`config.mk`:
```
export PLATFORM = sky130hd
export DESIGN_NAME = bpc_dly
export DESIGN_NICKNAME = d
export VERILOG_FILES = /design/src/rtl/barometric_pressure_compensation_defines.svh /design/src/rtl/bpc_dly.sv
export SDC_FILE = /design/constraint.sdc
export NUM_CORES = 1
export LEC_CHECK = 0
export BUFFER_PORTS_ARGS = -buffer_cell sky130_fd_sc_hd__buf_4
export CAP_MARGIN = 20
export CORE_MARGIN = 2
export CORE_UTILIZATION = 49
export DETAILED_ROUTE_END_ITERATION = 7
export PLACE_DENSITY = 0.8
export SYNTH_ARGS = -nofsm -noshare
export SYNTH_HDL_FRONTEND = slang
export SYNTH_SLANG_ARGS = --single-unit
```
`constraint.sdc`:
```
create_clock -name clk -period 0.8 [get_ports clk]
set_input_delay 0.24 -clock clk [delete_from_list [all_inputs] [get_ports clk]]
set_output_delay 0.24 -clock clk [all_outputs]
set_load 0.01 [all_outputs]
```
`src/rtl/barometric_pressure_compensation_defines.svh`:
```
// Assertion macros for the barometric pressure compensation block.
// Included by the RTL files that carry concurrent assertions; needs clk and rst_n in scope.
`ifndef BAROMETRIC_PRESSURE_COMPENSATION_DEFINES_SVH
`define BAROMETRIC_PRESSURE_COMPENSATION_DEFINES_SVH

// Same-cycle implication, disabled during reset
`define BPC_ASSERT_NOW(lbl, ante, cons, msg) \
  lbl: assert property (@(posedge clk) disable iff (!rst_n) (ante) |-> (cons)) else $error(msg);

// Next-cycle implication, disabled during reset
`define BPC_ASSERT_NEXT(lbl, ante, cons, msg) \
  lbl: assert property (@(posedge clk) disable iff (!rst_n) (ante) |=> (cons)) else $error(msg);

`endif

```
`src/rtl/bpc_dly.sv`:
```
// Fixed-depth delay line used to align operands between pipeline stages.
// No dependencies.
`default_nettype none

module bpc_dly #(
  parameter int W     = 64,
  parameter int DEPTH = 3
) (
  input  wire logic         clk,
  input  wire logic [W-1:0] d,
  output logic      [W-1:0] q
);

  logic [W-1:0] tap_r [DEPTH];

  // plain shift line, payload only
  always_ff @(posedge clk) begin
    tap_r[0] <= d;
    for (int i = 1; i < DEPTH; i++) begin
      tap_r[i] <= tap_r[i-1];
    end
  end

  assign q = tap_r[DEPTH-1];

endmodule

`default_nettype wire

```
==> results.cfg, run 1 <==
[setup_path]
crit_arrival_ns = 0.95
reg2reg_depth = 0
end_kind = primary output
critPathMaxFanout = 1
crit_required_ns = 0.56
cp-startpoint = tap_r[0][145]
critical_path_buf_inv_count = 1
worstPathCellList = buf_6
worstSetupPathDepth = 1
path_delay_family = flip-flops
r2r_slack_ns = 0.37
start_kind = register
path_class = reg2out
r2r-end = tap_r[0][170]
critPathCapture = q[17]
timing.rr.start = tap_r[0][106]
cp_slowest_cell = dfxtp_2
critPathMaxStageDelay_ns = 0.33

[clocking]
clk_latency_ns = 0.51
htreeDepth = 4
clock_sinks = 192
clk_pin_slew_ns = 0.07
tritoncts = yes
cts_max_path_buffers = 2
cts_root_buffer = clkbuf_8
cts_setup_buffers = 0
numCtsBuffers = 17

[layout]
multi_input_area_um2 = 0
regMostFlops = tap_r
drive_gt1_frac = 0.5216
syn_to_final_growth_pct = 48.76
stdcell_area_um2 = 6432
top_regs = tap_r x192
num-multi-input-gates = 0
finish.net_count = 468
antenna_cells = 0
largest_reg_flops = 192

[run]
max_cap_viol_count = 0

[sta]
drv_slew = 0
fin_crit_ns = 1.189
finClkSkew_ns = 0.009684
worst_pin_slew_ns = 0.2734
fin_crit_sh = 1.487
clock.fmax_mhz = 840.8
layout_setup_ws_ns = -0.3893
slew_headroom = 0.8177
hold_ws_ns = 0.3215
setup_viol = 64
finalHoldViolCount = 0
rsz0062_at_grt = yes
finalSetupTns_ns = -23.91

[min_path]
hp-class = reg2reg

[die]
fp.dieW_um = 97.94
start_util = 0.5007
pin_count = 129
coreArea_um2 = 8636
placementRows = 34
chipHeight_um = 97.94
die-area_um2 = 9592

[place]
place_area_um2 = 4940
hpwl_um = 3745
portBuffers = 128
place.gp.congestion = 0.6379

[synth]
postSynthAreaPerCell_um2 = 16.89
synth_area_um2 = 4324
yosys_warnings = 0
synth_cells = 256
synth.top_cell.area_share = 0.8889
synthTopCellsByArea = dfxtp_1, buf_4
synth_area_leader_cell = dfxtp_1
synth_cell_types = 2
ys_ff_latch = 192
syn-num-nets = 321
ys_seq_area_frac = 0.8889

[routing]
drt-total-wl_um = 7316
via_per_inst = 3.947
route.detailed.drc = 0
drtAntennaViolNets = 0
drt-initial-drc-count = 38
detail_route.first_pass.iterations = 4
routedWlPerCell_um = 13.96
vias = 2068

[status]
status = finished with violations
violations = negative setup slack

[grt]
use_met1 = 0.1590
gr-usage-met3 = 0.06013
gr-usage-all-layers = 0.1595
overflow = 0
grt_max_degree = 18
top_usage_layer = met2
grt_pass1_wl_um = 11280
antenna_found_initial = 0
grt_pass1_vias = 2309
gr-usage-met2 = 0.2950

[power_and_ir_drop]
powerDensity_nw_per_um2 = 2915
leakagePower_nw = 2.832
p_total_mw = 18.75
ir_drop_v = 0.001682
[cell type report]
class	instances	area (um^2)
fill	513	2203
tap	108	135.1
timing repair buffer	192	1842
clock buffer	20	435.4
clock inverter	12	102.6
sequential	192	3918
[worst min-delay path by stage]
stage	start	to	slack, ns	depth (start not counted)
2_1_floorplan	d[0]	tap_r[0][0]	0.27	0
3_3_place_gp	tap_r[0][69]	tap_r[0][133]	0.31	0
3_5_place_dp	tap_r[0][106]	tap_r[0][170]	0.31	0
4_1_cts	tap_r[0][5]	tap_r[0][69]	0.32	0
5_1_grt	tap_r[0][126]	tap_r[0][190]	0.32	0
6_report	tap_r[0][126]	tap_r[0][190]	0.32	0
[synthesized netlist by cell type]
cell and count:
buf_4 64, dfxtp_1 192
[cells by family after synthesis]
family,Yosys count,synth area share
flops,192,0.8889
buf+inv,64,0.1111
[cells in the final DEF, fill, tap and decap left out]
master,instances
buf_4,64
buf_6,64
clkbuf_1,2
clkbuf_16,16
clkbuf_8,2
clkinv_2,1
clkinv_4,1
clkinvlp_4,5
dfxtp_1,133
dfxtp_2,59
dlygate4sd3_1,64
inv_6,2
inv_8,3
[per-stage QoR]
| stage | utilization | setup slack (ns) | std cells |
|---|---|---|---|
| finish | 0.7449 | -0.3893 | 524 |
| global route | 0.7449 | -0.4323 | 524 |
| CTS | 0.7425 | -0.4066 | 524 |
| detailed placement | 0.5720 | 0.1203 | 428 |
| global placement | 0.5720 | 0.1198 | 428 |
| floorplan | - | 0.1588 | 256 |
[routing by layer]
metal / part of all wire / wire length (um)
met5: 0 / 0
met4: 0.012 / 91
met3: 0.062 / 450
met2: 0.57 / 4198
met1: 0.35 / 2575
[timing repair]
item,in CTS,in global routing
gates cloned,0,0
pin swaps,0,0
endpoints found under the hold margin,64,0
endpoints found under the setup margin,64,64
resized for setup,107,16
hold buffers,64,0
[power breakdown]
part	total, mW	switching [mW]	leakage, nW	internal, mW
logic	0.956	0.260	0.962	0.696
clock network	7.52	3.54	0.250	3.99
registers	10.3	0.168	1.62	10.1
No activity file was read; power rests on OpenSTA's default activity.
==> inputs of run 2 (changes only) <==
==> constraint.sdc (replaced) <==
create_clock -name clk -period 0.8 [get_ports clk]
set_input_delay 0.16 -clock clk [delete_from_list [all_inputs] [get_ports clk]]
set_output_delay 0.16 -clock clk [all_outputs]
set_load 0.01 [all_outputs]
==> results.cfg, run 2 (synthesized netlist as in run 1, its figures left out) <==
[status]
status = finished with violations
violations = negative setup slack

[clocking]
numCtsBuffers = 17
cts_setup_buffers = 0
tritoncts = yes
cts_max_path_buffers = 2
cts_root_buffer = clkbuf_8
clock_sinks = 192
clk_pin_slew_ns = 0.07
htreeDepth = 4
clk_latency_ns = 0.50

[power_and_ir_drop]
leakagePower_nw = 2.852
ir_drop_v = 0.001719
powerDensity_nw_per_um2 = 2935

[layout]
drive_gt1_frac = 0.5264
top_regs = tap_r x192
fillers = 514
finish.net_count = 468
num-multi-input-gates = 0
fin_util = 0.7470
layout_commonest_cell = dfxtp_1
mostFrequentLayoutCells = dfxtp_1, dlygate4sd3_1, buf_4, buf_6, dfxtp_2
syn_to_final_growth_pct = 49.19
largest_reg_flops = 192
stdcell_area_um2 = 6451
multi_input_area_um2 = 0
regMostFlops = tap_r
antenna_cells = 0
regArea_um2 = 3919

[grt]
grt_max_degree = 19
overflow = 0
grt_pass1_wl_um = 11070
gr-usage-all-layers = 0.1545
antenna_found_initial = 0
grt_pass1_vias = 2308

[die]
start_util = 0.5007
pin_count = 129
die-area_um2 = 9592
placementRows = 34
fp.dieW_um = 97.94
coreArea_um2 = 8636
chipHeight_um = 97.94

[routing]
drt-total-wl_um = 7183
via_per_inst = 3.885
routedWlPerCell_um = 13.71
wl_met3_um = 478
route.detailed.drc = 0
detail_route.first_pass.iterations = 3
vias = 2036
wl_met1_um = 2457
dr_wl_met2_um = 4175
drtAntennaViolNets = 0
top_layer = met4
drt-initial-drc-count = 25

[sta]
layout_setup_ws_ns = -0.3100
slew_headroom = 0.8218
fin_crit_ns = 1.110
setup_viol = 64
drv_slew = 0
finClkSkew_ns = 0.008189
hold_ws_ns = 0.2920
clock.fmax_mhz = 900.9
rsz0062_at_grt = yes
finalHoldViolCount = 0
fin_crit_sh = 1.387
finalSetupTns_ns = -18.56
worst_pin_slew_ns = 0.2673

[setup_path]
path_class = reg2out
path_delay_family = flip-flops
critPathMaxFanout = 1
start_kind = register
cp_slowest_cell = dfxtp_2
crit_required_ns = 0.64
critical_path_buf_inv_count = 1
crit_arrival_ns = 0.95
critPathMaxStageDelay_ns = 0.33
worstPathCellList = buf_6
end_kind = primary output

[min_path]
hp-class = in2reg

[place]
dp_slack_ns = 0.1997
place.gp.congestion = 0.6379
place_area_um2 = 4940
portBuffers = 128
hpwl_um = 3747

[run]
max_cap_viol_count = 0
## run 2: layer usage
layer | up-vias | GRT usage
met5 | - | 0
met4 | 0 | 0.05983
met3 | 9 | 0.05870
met2 | 86 | 0.2961
met1 | 928 | 0.1469
li1 | 1013 | -
## run 2: path summary, 6_finish.rpt
path | startpoint | to | slack, ns | depth (start not counted)
max | tap_r[0][187] | q[59] | -0.31 | 1
min | d[19] | tap_r[0][19] | 0.29 | 2
max reg2reg | tap_r[0][42] | tap_r[0][106] | 0.38 | 0
min reg2reg | tap_r[0][99] | tap_r[0][163] | 0.33 | 0
## run 2: where the power goes
part	leakage (nW)	total (mW)	switching [mW]	internal, mW
clock network	0.269	7.71	3.59	4.12
logic	0.962	0.951	0.256	0.695
registers	1.62	10.3	0.171	10.1
total	2.85	18.9	4.02	14.9
## run 2: final cells by class
| cell class | instances | area share |
|---|---|---|
| sequential | 192 | 0.6074 |
| timing repair buffer | 192 | 0.2855 |
| clock buffer | 20 | 0.06905 |
| tap | 108 | 0.02095 |
| clock inverter | 12 | 0.01707 |
## run 2: timing repair
action / 4_1_cts / 5_1_grt
hold endpoints to repair: 64 / 0
hold buffers: 64 / 0
resized for setup: 111 / 13
pin swaps: 0 / 0
setup endpoints to repair: 64 / 64
cloned: 0 / 0
## run 2: stage by stage
step	cells	total power, mW
finish	524	18.93
detailed placement	428	11.01
global route	524	19.62
floorplan	256	10.69
global placement	428	10.97
CTS	524	19.04
